$ cat src/hw/rtl/bst_pkg.sv
// Shared types, constants and helpers for the byte stream tokenizer.
`default_nettype none

package bst_pkg;

  localparam int POS_W    = 32;
  localparam int LEN_W    = 16;
  localparam int LINE_W   = 32;
  localparam int KIND_W   = 5;
  localparam int BYTE_W   = 8;
  localparam int OQ_DEPTH = 4;
  localparam int OQ_AW    = $clog2(OQ_DEPTH);
  localparam int OQ_CW    = $clog2(OQ_DEPTH + 1);

  typedef enum logic [KIND_W-1:0] {
    K_IDENT    = 5'd0,
    K_NUMBER   = 5'd1,
    K_STRING   = 5'd2,
    K_COMMA    = 5'd3,
    K_EQ       = 5'd4,
    K_EQEQ     = 5'd5,
    K_GT       = 5'd6,
    K_GE       = 5'd7,
    K_LT       = 5'd8,
    K_LE       = 5'd9,
    K_MINUS    = 5'd10,
    K_LPAREN   = 5'd11,
    K_RPAREN   = 5'd12,
    K_PERCENT  = 5'd13,
    K_PLUS     = 5'd14,
    K_PLUSPLUS = 5'd15,
    K_SEMI     = 5'd16,
    K_SLASH    = 5'd17,
    K_STAR     = 5'd18,
    K_EOF      = 5'd19,
    K_BAD      = 5'd20,
    K_OPENSTR  = 5'd21
  } tok_kind_t;

  typedef struct packed {
    tok_kind_t          kind;
    logic [POS_W-1:0]   start;
    logic [LEN_W-1:0]   len;
    logic [LINE_W-1:0]  line;
    logic               last;
  } tok_t;

  // Up to two tokens produced by one source byte; tok0 is always filled first.
  typedef struct packed {
    logic [1:0] num;
    tok_t       tok0;
    tok_t       tok1;
  } scan_out_t;

  localparam logic [BYTE_W-1:0] CH_NUL    = 8'h00;
  localparam logic [BYTE_W-1:0] CH_TAB    = 8'h09;
  localparam logic [BYTE_W-1:0] CH_NL     = 8'h0A;
  localparam logic [BYTE_W-1:0] CH_CR     = 8'h0D;
  localparam logic [BYTE_W-1:0] CH_SPACE  = 8'h20;
  localparam logic [BYTE_W-1:0] CH_QUOTE  = 8'h22;
  localparam logic [BYTE_W-1:0] CH_HASH   = 8'h23;
  localparam logic [BYTE_W-1:0] CH_PCT    = 8'h25;
  localparam logic [BYTE_W-1:0] CH_LPAREN = 8'h28;
  localparam logic [BYTE_W-1:0] CH_RPAREN = 8'h29;
  localparam logic [BYTE_W-1:0] CH_STAR   = 8'h2A;
  localparam logic [BYTE_W-1:0] CH_PLUS   = 8'h2B;
  localparam logic [BYTE_W-1:0] CH_COMMA  = 8'h2C;
  localparam logic [BYTE_W-1:0] CH_MINUS  = 8'h2D;
  localparam logic [BYTE_W-1:0] CH_SLASH  = 8'h2F;
  localparam logic [BYTE_W-1:0] CH_ZERO   = 8'h30;
  localparam logic [BYTE_W-1:0] CH_NINE   = 8'h39;
  localparam logic [BYTE_W-1:0] CH_SEMI   = 8'h3B;
  localparam logic [BYTE_W-1:0] CH_LT     = 8'h3C;
  localparam logic [BYTE_W-1:0] CH_EQ     = 8'h3D;
  localparam logic [BYTE_W-1:0] CH_GT     = 8'h3E;
  localparam logic [BYTE_W-1:0] CH_UC_A   = 8'h41;
  localparam logic [BYTE_W-1:0] CH_UC_Z   = 8'h5A;
  localparam logic [BYTE_W-1:0] CH_UNDER  = 8'h5F;
  localparam logic [BYTE_W-1:0] CH_LC_A   = 8'h61;
  localparam logic [BYTE_W-1:0] CH_LC_Z   = 8'h7A;

  function automatic logic is_letter(logic [BYTE_W-1:0] c);
    return ((c >= CH_LC_A) && (c <= CH_LC_Z)) || ((c >= CH_UC_A) && (c <= CH_UC_Z)) ||
           (c == CH_UNDER);
  endfunction

  function automatic logic is_digit(logic [BYTE_W-1:0] c);
    return (c >= CH_ZERO) && (c <= CH_NINE);
  endfunction

  function automatic tok_t mk_tok(tok_kind_t k, logic [POS_W-1:0] s,
                                  logic [LEN_W-1:0] l, logic [LINE_W-1:0] ln);
    tok_t t;
    t.kind  = k;
    t.start = s;
    t.len   = l;
    t.line  = ln;
    t.last  = 1'b0;
    return t;
  endfunction

endpackage

`default_nettype wire

$ cat src/hw/rtl/bst_scan.sv
// Scanner state machine: turns one source byte into zero, one or two tokens.
`default_nettype none

module bst_scan (
  input  wire logic                       clk,
  input  wire logic                       rst,
  input  wire logic                       step,
  input  wire logic [bst_pkg::BYTE_W-1:0] c,
  output bst_pkg::scan_out_t              res
);

  typedef enum logic [3:0] {
    M_IDLE, M_IDENT, M_NUMBER, M_STRING, M_COMMENT,
    M_PEQ, M_PGT, M_PLT, M_PPLUS, M_HALT
  } mode_t;

  mode_t                          mode, mode_next;
  logic [bst_pkg::POS_W-1:0]      pos, pos_next;
  logic [bst_pkg::POS_W-1:0]      tbegin, tbegin_next;
  logic [bst_pkg::LEN_W-1:0]      count, count_next;
  logic [bst_pkg::LINE_W-1:0]     line, line_next;
  logic [bst_pkg::LEN_W-1:0]      count_inc;

  logic                           disp;
  logic                           d_emit;
  bst_pkg::tok_t                  d_tok;
  logic [bst_pkg::BYTE_W-1:0]     want;
  bst_pkg::tok_kind_t             k1, k2;

  assign count_inc = (count == '1) ? count : count + bst_pkg::LEN_W'(1);

  always_comb begin
    mode_next   = mode;
    pos_next    = pos;
    tbegin_next = tbegin;
    count_next  = count;
    line_next   = line;
    res         = '0;
    disp        = 1'b0;
    d_emit      = 1'b0;
    d_tok       = '0;
    want        = bst_pkg::CH_EQ;
    k1          = bst_pkg::K_EQ;
    k2          = bst_pkg::K_EQEQ;

    unique case (mode)
      M_PGT: begin
        k1 = bst_pkg::K_GT;
        k2 = bst_pkg::K_GE;
      end
      M_PLT: begin
        k1 = bst_pkg::K_LT;
        k2 = bst_pkg::K_LE;
      end
      M_PPLUS: begin
        want = bst_pkg::CH_PLUS;
        k1   = bst_pkg::K_PLUS;
        k2   = bst_pkg::K_PLUSPLUS;
      end
      default: ;
    endcase

    if (step && (mode != M_HALT)) begin
      pos_next = pos + bst_pkg::POS_W'(1);
      unique case (mode)
        M_IDENT: begin
          if (bst_pkg::is_letter(c) || bst_pkg::is_digit(c)) begin
            count_next = count_inc;
          end else begin
            res.tok0 = bst_pkg::mk_tok(bst_pkg::K_IDENT, tbegin, count, line);
            res.num  = 2'd1;
            disp     = 1'b1;
          end
        end
        M_NUMBER: begin
          if (bst_pkg::is_digit(c)) begin
            count_next = count_inc;
          end else begin
            res.tok0 = bst_pkg::mk_tok(bst_pkg::K_NUMBER, tbegin, count, line);
            res.num  = 2'd1;
            disp     = 1'b1;
          end
        end
        M_STRING: begin
          if (c == bst_pkg::CH_QUOTE) begin
            res.tok0  = bst_pkg::mk_tok(bst_pkg::K_STRING, tbegin, count, line);
            res.num   = 2'd1;
            mode_next = M_IDLE;
          end else if (c == bst_pkg::CH_NUL) begin
            res.tok0  = bst_pkg::mk_tok(bst_pkg::K_OPENSTR, tbegin, count, line);
            res.num   = 2'd1;
            mode_next = M_HALT;
          end else begin
            count_next = count_inc;
          end
        end
        M_COMMENT: begin
          if (c == bst_pkg::CH_NL) begin
            line_next = line + bst_pkg::LINE_W'(1);
            mode_next = M_IDLE;
          end else if (c == bst_pkg::CH_NUL) begin
            res.tok0  = bst_pkg::mk_tok(bst_pkg::K_EOF, pos, bst_pkg::LEN_W'(1), line);
            res.num   = 2'd1;
            mode_next = M_HALT;
          end
        end
        M_PEQ, M_PGT, M_PLT, M_PPLUS: begin
          res.num = 2'd1;
          if (c == want) begin
            res.tok0  = bst_pkg::mk_tok(k2, tbegin, bst_pkg::LEN_W'(2), line);
            mode_next = M_IDLE;
          end else begin
            res.tok0 = bst_pkg::mk_tok(k1, tbegin, bst_pkg::LEN_W'(1), line);
            disp     = 1'b1;
          end
        end
        default: disp = 1'b1;
      endcase
    end

    // The byte that ended a token (or arrived while idle) starts afresh here.
    if (disp) begin
      mode_next = M_IDLE;
      if (bst_pkg::is_letter(c)) begin
        mode_next   = M_IDENT;
        tbegin_next = pos;
        count_next  = bst_pkg::LEN_W'(1);
      end else if (bst_pkg::is_digit(c)) begin
        mode_next   = M_NUMBER;
        tbegin_next = pos;
        count_next  = bst_pkg::LEN_W'(1);
      end else begin
        unique case (c)
          bst_pkg::CH_SPACE, bst_pkg::CH_TAB, bst_pkg::CH_CR: ;
          bst_pkg::CH_NL: line_next = line + bst_pkg::LINE_W'(1);
          bst_pkg::CH_QUOTE: begin
            mode_next   = M_STRING;
            tbegin_next = pos + bst_pkg::POS_W'(1);
            count_next  = '0;
          end
          bst_pkg::CH_HASH: mode_next = M_COMMENT;
          bst_pkg::CH_EQ: begin
            mode_next   = M_PEQ;
            tbegin_next = pos;
          end
          bst_pkg::CH_GT: begin
            mode_next   = M_PGT;
            tbegin_next = pos;
          end
          bst_pkg::CH_LT: begin
            mode_next   = M_PLT;
            tbegin_next = pos;
          end
          bst_pkg::CH_PLUS: begin
            mode_next   = M_PPLUS;
            tbegin_next = pos;
          end
          bst_pkg::CH_COMMA: begin
            d_emit = 1'b1;
            d_tok  = bst_pkg::mk_tok(bst_pkg::K_COMMA, pos, bst_pkg::LEN_W'(1), line);
          end
          bst_pkg::CH_MINUS: begin
            d_emit = 1'b1;
            d_tok  = bst_pkg::mk_tok(bst_pkg::K_MINUS, pos, bst_pkg::LEN_W'(1), line);
          end
          bst_pkg::CH_LPAREN: begin
            d_emit = 1'b1;
            d_tok  = bst_pkg::mk_tok(bst_pkg::K_LPAREN, pos, bst_pkg::LEN_W'(1), line);
          end
          bst_pkg::CH_RPAREN: begin
            d_emit = 1'b1;
            d_tok  = bst_pkg::mk_tok(bst_pkg::K_RPAREN, pos, bst_pkg::LEN_W'(1), line);
          end
          bst_pkg::CH_PCT: begin
            d_emit = 1'b1;
            d_tok  = bst_pkg::mk_tok(bst_pkg::K_PERCENT, pos, bst_pkg::LEN_W'(1), line);
          end
          bst_pkg::CH_SEMI: begin
            d_emit = 1'b1;
            d_tok  = bst_pkg::mk_tok(bst_pkg::K_SEMI, pos, bst_pkg::LEN_W'(1), line);
          end
          bst_pkg::CH_SLASH: begin
            d_emit = 1'b1;
            d_tok  = bst_pkg::mk_tok(bst_pkg::K_SLASH, pos, bst_pkg::LEN_W'(1), line);
          end
          bst_pkg::CH_STAR: begin
            d_emit = 1'b1;
            d_tok  = bst_pkg::mk_tok(bst_pkg::K_STAR, pos, bst_pkg::LEN_W'(1), line);
          end
          bst_pkg::CH_NUL: begin
            d_emit    = 1'b1;
            d_tok     = bst_pkg::mk_tok(bst_pkg::K_EOF, pos, bst_pkg::LEN_W'(1), line);
            mode_next = M_HALT;
          end
          default: begin
            d_emit    = 1'b1;
            d_tok     = bst_pkg::mk_tok(bst_pkg::K_BAD, pos, bst_pkg::LEN_W'(1), line);
            mode_next = M_HALT;
          end
        endcase
      end
      if (d_emit) begin
        if (res.num == 2'd0) begin
          res.tok0 = d_tok;
        end else begin
          res.tok1 = d_tok;
        end
        res.num = res.num + 2'd1;
      end
    end

    if (res.num == 2'd1) begin
      res.tok0.last = 1'b1;
    end else if (res.num == 2'd2) begin
      res.tok1.last = 1'b1;
    end
  end

  always_ff @(posedge clk) begin
    if (rst) begin
      mode   <= M_IDLE;
      pos    <= '0;
      tbegin <= '0;
      count  <= '0;
      line   <= '0;
    end else begin
      mode   <= mode_next;
      pos    <= pos_next;
      tbegin <= tbegin_next;
      count  <= count_next;
      line   <= line_next;
    end
  end

  a_halt_silent: assert property (@(posedge clk) disable iff (rst)
    (mode == M_HALT) |-> (res.num == 2'd0 && mode_next == M_HALT && pos_next == pos))
    else $error("scanner produced output or moved while halted");

  a_two_tokens: assert property (@(posedge clk) disable iff (rst)
    (res.num == 2'd2) |-> (res.tok1.last && !res.tok0.last))
    else $error("last flag misplaced on a two-token step");

  a_num_range: assert property (@(posedge clk) disable iff (rst)
    res.num != 2'd3)
    else $error("scanner produced more than two tokens");

  a_pos_moves: assert property (@(posedge clk) disable iff (rst)
    (step && mode != M_HALT) |=> (pos == $past(pos) + bst_pkg::POS_W'(1)))
    else $error("byte position did not advance on a scanned byte");

endmodule

`default_nettype wire

$ cat src/hw/rtl/bst_outq.sv
// Token queue: takes up to two tokens a cycle, hands out one token per item.
`default_nettype none

module bst_outq (
  input  wire logic               clk,
  input  wire logic               rst,
  input  bst_pkg::scan_out_t      wr,
  output logic                    room,
  output logic                    out_valid,
  input  wire logic               out_ready,
  output bst_pkg::tok_t           out_tok
);

  bst_pkg::tok_t                  mem [bst_pkg::OQ_DEPTH];
  logic [bst_pkg::OQ_AW-1:0]      wptr, rptr;
  logic [bst_pkg::OQ_CW-1:0]      count;
  logic                           rd;

  assign out_valid = (count != '0);
  assign out_tok   = mem[rptr];
  assign rd        = out_valid && out_ready;
  // Two free slots are needed since one byte can yield two tokens.
  assign room      = (count <= bst_pkg::OQ_CW'(bst_pkg::OQ_DEPTH - 2));

  always_ff @(posedge clk) begin
    if (wr.num != 2'd0) begin
      mem[wptr] <= wr.tok0;
    end
    if (wr.num == 2'd2) begin
      mem[wptr + bst_pkg::OQ_AW'(1)] <= wr.tok1;
    end
  end

  always_ff @(posedge clk) begin
    if (rst) begin
      wptr  <= '0;
      rptr  <= '0;
      count <= '0;
    end else begin
      wptr  <= wptr + bst_pkg::OQ_AW'(wr.num);
      if (rd) begin
        rptr <= rptr + bst_pkg::OQ_AW'(1);
      end
      count <= count + bst_pkg::OQ_CW'(wr.num) - bst_pkg::OQ_CW'(rd);
    end
  end

  a_no_overflow: assert property (@(posedge clk) disable iff (rst)
    (wr.num != 2'd0) |-> room)
    else $error("token queue written without room");

  a_count_bound: assert property (@(posedge clk) disable iff (rst)
    count <= bst_pkg::OQ_CW'(bst_pkg::OQ_DEPTH))
    else $error("token queue count out of range");

  a_ptr_gap: assert property (@(posedge clk) disable iff (rst)
    (wptr - rptr) == bst_pkg::OQ_AW'(count))
    else $error("token queue pointers disagree with count");

endmodule

`default_nettype wire

$ cat src/hw/rtl/byte_stream_tokenizer_core.sv
// Byte stream tokenizer top level: input register, scanner and token queue.
//
// Usage: source bytes enter one per item on the in_valid/in_ready channel
// (src_byte). Tokens leave one per item on the out_valid/out_ready channel
// with tok_kind, start_pos, lexeme_len, line_num and last_of_run; a byte
// can produce zero, one or two tokens, and last_of_run marks the final
// token caused by a byte.
// Path: a byte accepted at in is held in the input register, scanned, and
// its tokens are written into the queue and offered once it is drained.
// Throughput: one byte per cycle while the queue has room; the scanner
// steps one byte per cycle when it has room and the token queue (four
// entries) needs two free slots before a byte is scanned, so bursts of
// two-token bytes are limited by the one token per cycle output port.
// Reset: synchronous, clears the scanner to idle with position, line and
// length counters at zero and empties the queue. After an EOF, bad symbol
// or open string token the scanner halts: further bytes are accepted and
// dropped until the next reset.
// Stall: when out_ready stays low the queue fills, the input register holds
// its byte and in_ready drops; nothing is lost.
`default_nettype none

module byte_stream_tokenizer_core (
  input  wire logic                          clk,
  input  wire logic                          rst,
  input  wire logic                          in_valid,
  output logic                               in_ready,
  input  wire logic [bst_pkg::BYTE_W-1:0]    src_byte,
  output logic                               out_valid,
  input  wire logic                          out_ready,
  output logic [bst_pkg::KIND_W-1:0]         tok_kind,
  output logic [bst_pkg::POS_W-1:0]          start_pos,
  output logic [bst_pkg::LEN_W-1:0]          lexeme_len,
  output logic [bst_pkg::LINE_W-1:0]         line_num,
  output logic                               last_of_run
);

  logic                          ireg_valid;
  logic [bst_pkg::BYTE_W-1:0]    ireg_byte;
  logic                          room;
  logic                          consume;
  bst_pkg::scan_out_t            scan_res;
  bst_pkg::tok_t                 out_tok;

  assign consume  = ireg_valid && room;
  assign in_ready = !ireg_valid || consume;

  always_ff @(posedge clk) begin
    if (rst) begin
      ireg_valid <= 1'b0;
    end else if (in_ready) begin
      ireg_valid <= in_valid;
    end
  end

  always_ff @(posedge clk) begin
    if (in_ready && in_valid) begin
      ireg_byte <= src_byte;
    end
  end

  bst_scan u_scan (
    .clk  (clk),
    .rst  (rst),
    .step (consume),
    .c    (ireg_byte),
    .res  (scan_res)
  );

  bst_outq u_outq (
    .clk       (clk),
    .rst       (rst),
    .wr        (scan_res),
    .room      (room),
    .out_valid (out_valid),
    .out_ready (out_ready),
    .out_tok   (out_tok)
  );

  assign tok_kind    = out_tok.kind;
  assign start_pos   = out_tok.start;
  assign lexeme_len  = out_tok.len;
  assign line_num    = out_tok.line;
  assign last_of_run = out_tok.last;

endmodule

`default_nettype wire
$ cat config.mk
export PLATFORM = sky130hd
export DESIGN_NAME = byte_stream_tokenizer_core
export DESIGN_NICKNAME = d
export VERILOG_FILES = /design/src/hw/rtl/bst_pkg.sv /design/src/hw/rtl/bst_scan.sv /design/src/hw/rtl/bst_outq.sv /design/src/hw/rtl/byte_stream_tokenizer_core.sv
export SDC_FILE = /design/constraint.sdc
export NUM_CORES = 1
export LEC_CHECK = 0
export BUFFER_PORTS_ARGS = -buffer_cell sky130_fd_sc_hd__buf_2
export CORE_MARGIN = 4
export CORE_UTILIZATION = 44
export DETAILED_ROUTE_END_ITERATION = 10
export GPL_ROUTABILITY_DRIVEN = 1
export HOLD_SLACK_MARGIN = 0.1
export PLACE_DENSITY_LB_ADDON = 0.25
export SLEW_MARGIN = 30
export SYNTH_ARGS = -nofsm -noshare
export SYNTH_HDL_FRONTEND = slang
export SYNTH_SLANG_ARGS = --single-unit
$ cat constraint.sdc
create_clock -name clk -period 7.1 [get_ports clk]
set_input_delay 0.355 -clock clk [delete_from_list [all_inputs] [get_ports clk]]
set_output_delay 0.355 -clock clk [all_outputs]
set_load 0.005 [all_outputs]
==> impl_metrics.csv <==
group,metric,value,unit
outcome,status,"completed",
min_path,hold_depth,2,
logic_synthesis,syn_nets,2336,
critical_path,ff2ff_setup_slack,1.33,ns
critical_path,r2r_start,"ireg_byte[3]$_DFFE_PP_",
cells_and_area,instances_no_fill,3079,
sta,max_slew.worst_pin.slew,1.02,ns
critical_path,crit_path_top_delay_cell,"edfxtp_1",
sta,final.setup_skew,0.0435,ns
power,ir_drop,0.000202,V
global_route,overflow,0,
clock_tree,cts_tree,"built",
min_path,min_to,"u_scan.line[26]$_SDFF_PP0_",
critical_path,crit_path_max_incr_delay,0.80,ns
floorplan,die_height,246,um
job,cap_viol_max_count,0,
critical_path,reg2regPathDepth,13,
global_route,first_global_vias,19158,
logic_synthesis,ys.flop_type,"edfxtp_1",
sta,fmax,0.173,GHz
clock_tree,cts_max_level,2,
clock_tree,clk_pin_slew,0.06,ns
drt,drt_iter0_markers,2034,
place,hpwl,41700,um
sta,fin_crit,5.77,ns
critical_path,cp_top_family,"compound AO/OA/AOI/OAI gates",
logic_synthesis,netlist_area,24800,um2
floorplan,initial_core_util,44.7,%
global_route,grt_max_degree,110,
floorplan,dieArea,60300,um2
global_route,grt_pass1_wl,112000,um
place,gp_congestion,0.898,
sta,finalSetupViolations,0,
cells_and_area,layout_common_cells,"edfxtp_1 (292), nand2_1 (188), dfxtp_1 (183)",
drt,wirelength,71300,um
floorplan,ios,100,
cells_and_area,n_fill_cell,5032,
clock_tree,root_buffer,"clkbuf_16",
sta,drv_slew,0,
critical_path,cp.required,7.53,ns
floorplan,std_cell_rows,86,
drt,via_count,19415,
critical_path,cp.arrival,6.19,ns
sta,relSlewSlack,32.1,%
sta,rsz0062_at_grt,"no",
critical_path,path_class,"reg2reg",
cells_and_area,utilization,49.8,%
logic_synthesis,yosys_warnings,0,
cells_and_area,final_net_count,2307,
logic_synthesis,ys_seq_elements,478,
power,power_density,261,nW/um2
global_route,antenna_found_initial,1,
drt,routed_via_density,6.31,
cells_and_area,drive_above_1_share,15.3,%
critical_path,rr_endpoint,"u_outq.mem[2][53]$_DFFE_PP_",
min_path,hold_path.class,"in2reg",
drt,wl_per_cell,23.2,um
sta,setup_slack,1.33,ns
logic_synthesis,synthArstFlopShare,0,%
logic_synthesis,yosysSeqAreaShare,50.3,%
clock_tree,clock_path_buffers,3,
logic_synthesis,syn_avg_cell_area,10.7,um2
critical_path,worstSetupStartpointType,"flop",
critical_path,cp_max_fo,109,
critical_path,cp.buffers_inverters,3,
drt,dr.pass1.iters,6,
sta,fin_crit_sh,81.2,%
floorplan,fp.dieW,246,um
power,p_leak,8.49,nW
place,dp_slack,1.28,ns
logic_synthesis,syn_inst,2316,
clock_tree,worst_skew_pair.late_latency,0.63,ns
cells_and_area,layout_commonest_cell,"edfxtp_1",
logic_synthesis,synth_cell_types,83,
critical_path,path_cells,"o21ai_0, and2_1, a21oi_1, nand3_1, inv_1, ha_1, nor2_1, o311ai_0, o31a_2, buf_4, buf_6, o2111ai_1, o211ai_1",
clock_tree,numCtsBuffers,52,
place,portBuffers,99,
floorplan,core_area,55500,um2
cells_and_area,areaGrowthSynthToFinish,11.4,%
critical_path,endpoint_kind,"flop",
sta,final-hold-violation-count,0,
global_route,grtUsageTotal,23.2,%
drt,drt.antenna.violating_nets,0,
place,dpl.cell_count,2969,
cells_and_area,num_antenna_cells,0,
drt,drcViolationCount,0,
sta,fin_setup_tns,0,ns
logic_synthesis,synth_edf_count,292,
min_path,min_from,"rst",
clock_tree,clock_sinks,478,
-- per-layer routing --
metal | GRT usage (%) | part of all wire (%) | vias to the layer above
li1 | - | - | 8743
met1 | 32.2 | 42 | 9645
met2 | 37.6 | 47 | 899
met3 | 3.85 | 8.1 | 128
met4 | 7.04 | 2.4 | 0
met5 | 0 | 0 | -
-- worst max path at each step --
stage | cells after the start | slack [ns] | endpoint | from
finish | 13 | 1.33 | u_outq.mem[2][53]$_DFFE_PP_ | ireg_byte[3]$_DFFE_PP_
global route | 13 | 1.0 | u_outq.mem[2][61]$_DFFE_PP_ | ireg_byte[3]$_DFFE_PP_
CTS | 13 | 1.26 | u_outq.mem[2][63]$_DFFE_PP_ | ireg_byte[3]$_DFFE_PP_
detailed placement | 13 | 1.28 | u_outq.mem[2][63]$_DFFE_PP_ | ireg_byte[3]$_DFFE_PP_
global placement | 13 | 1.52 | u_outq.mem[2][63]$_DFFE_PP_ | ireg_byte[3]$_DFFE_PP_
floorplan | 15 | 2.01 | u_outq.mem[1][0]$_DFFE_PP_ | ireg_byte[5]$_DFFE_PP_
-- stage by stage --
step / power [mW] / area (um2) / hold slack, ns
CTS: 7.26 / 27600 / 0.115
global placement: 4.64 / 25800 / 0.443
floorplan: 4.12 / 24800 / 0.435
detailed placement: 4.66 / 25900 / 0.453
finish: 7.23 / 27700 / 0.146
global route: 7.52 / 27700 / 0.120
-- cells by family (layout without fill, tap and decap cells) --
kind of cell / Yosys count / count (layout) / synth area share, %
compound gates: 504 / 504 / 15.0
buf+inv: 293 / 308 / 4.74
flops: 478 / 478 / 50.3
simple gates: 789 / 789 / 15.8
mux: 137 / 137 / 9.86
xor+xnor: 107 / 107 / 3.78
fa+ha+maj: 8 / 8 / 0.433
-- cell usage after synthesis (6+ instances only) --
master     count  area share [%]
buf_1         24            0.36
nor2_1       162             2.4
inv_1         49            0.74
a32o_1         7            0.28
mux4_2        86             7.8
clkbuf_1     165             2.5
ha_1           7            0.35
or2_2          6            0.15
a21o_1         7            0.21
o211ai_1      53             1.6
nand2_1      194             2.9
a21boi_0      60             1.8
nor2b_1        7            0.18
nor4_1        25            0.63
and3_1        45             1.1
a21oi_1       55             1.1
edfxtp_1     292              35
o31ai_1       37             1.1
a32oi_1       50             1.8
xnor2_1      102             3.6
mux2i_1       51             2.1
o22ai_1       17            0.43
o21ai_0       50             1.0
and4_1         6            0.21
nand3_1      147             3.0
o2111ai_1     62             2.2
a211oi_1      41             1.2
a31oi_1        7            0.18
o21ai_1       12            0.24
dfxtp_1      186              15
or3_1         27            0.68
buf_2         44            0.89
nand4_1       24            0.60
nor3b_1       31            0.94
nor3_1        47            0.95
and2_1        43             1.1
-- cell type report --
cell class / instances / area (um2) / share of cell area, %
clock inverter: 22 / 199 / 0.719
multi-input combinational: 1545 / 11300 / 41.0
clock buffer: 76 / 1440 / 5.21
tap: 748 / 936 / 3.38
timing repair buffer: 158 / 1040 / 3.75
inverter: 52 / 195 / 0.706
sequential: 478 / 12500 / 45.2
-- flip-flops by register name, summed over array words and instances (netlist names), 2 cells and up, named ones only --
register / cells
u_outq.count: 3
u_outq.mem: 344
u_scan.mode: 4
u_outq.wptr: 2
u_scan.pos: 32
ireg_byte: 8
u_scan.count: 16
u_outq.rptr: 2
u_scan.line: 32
u_scan.tbegin: 32
-- power breakdown --
group | leakage [nW] | total [mW] | internal [mW] | switching [mW]
combinational | 3.68 | 1.43 | 0.565 | 0.868
sequential | 4.01 | 3.18 | 3.07 | 0.117
clock | 0.799 | 2.61 | 1.46 | 1.16
-- what timing repair did --
action                                 in CTS  in global routing
gates resized for setup                     0                  0
endpoints found under the hold margin       9                  0
hold buffers                                9                  0
setup buffers                               0                  0
Power figures use the tool's default switching activity.
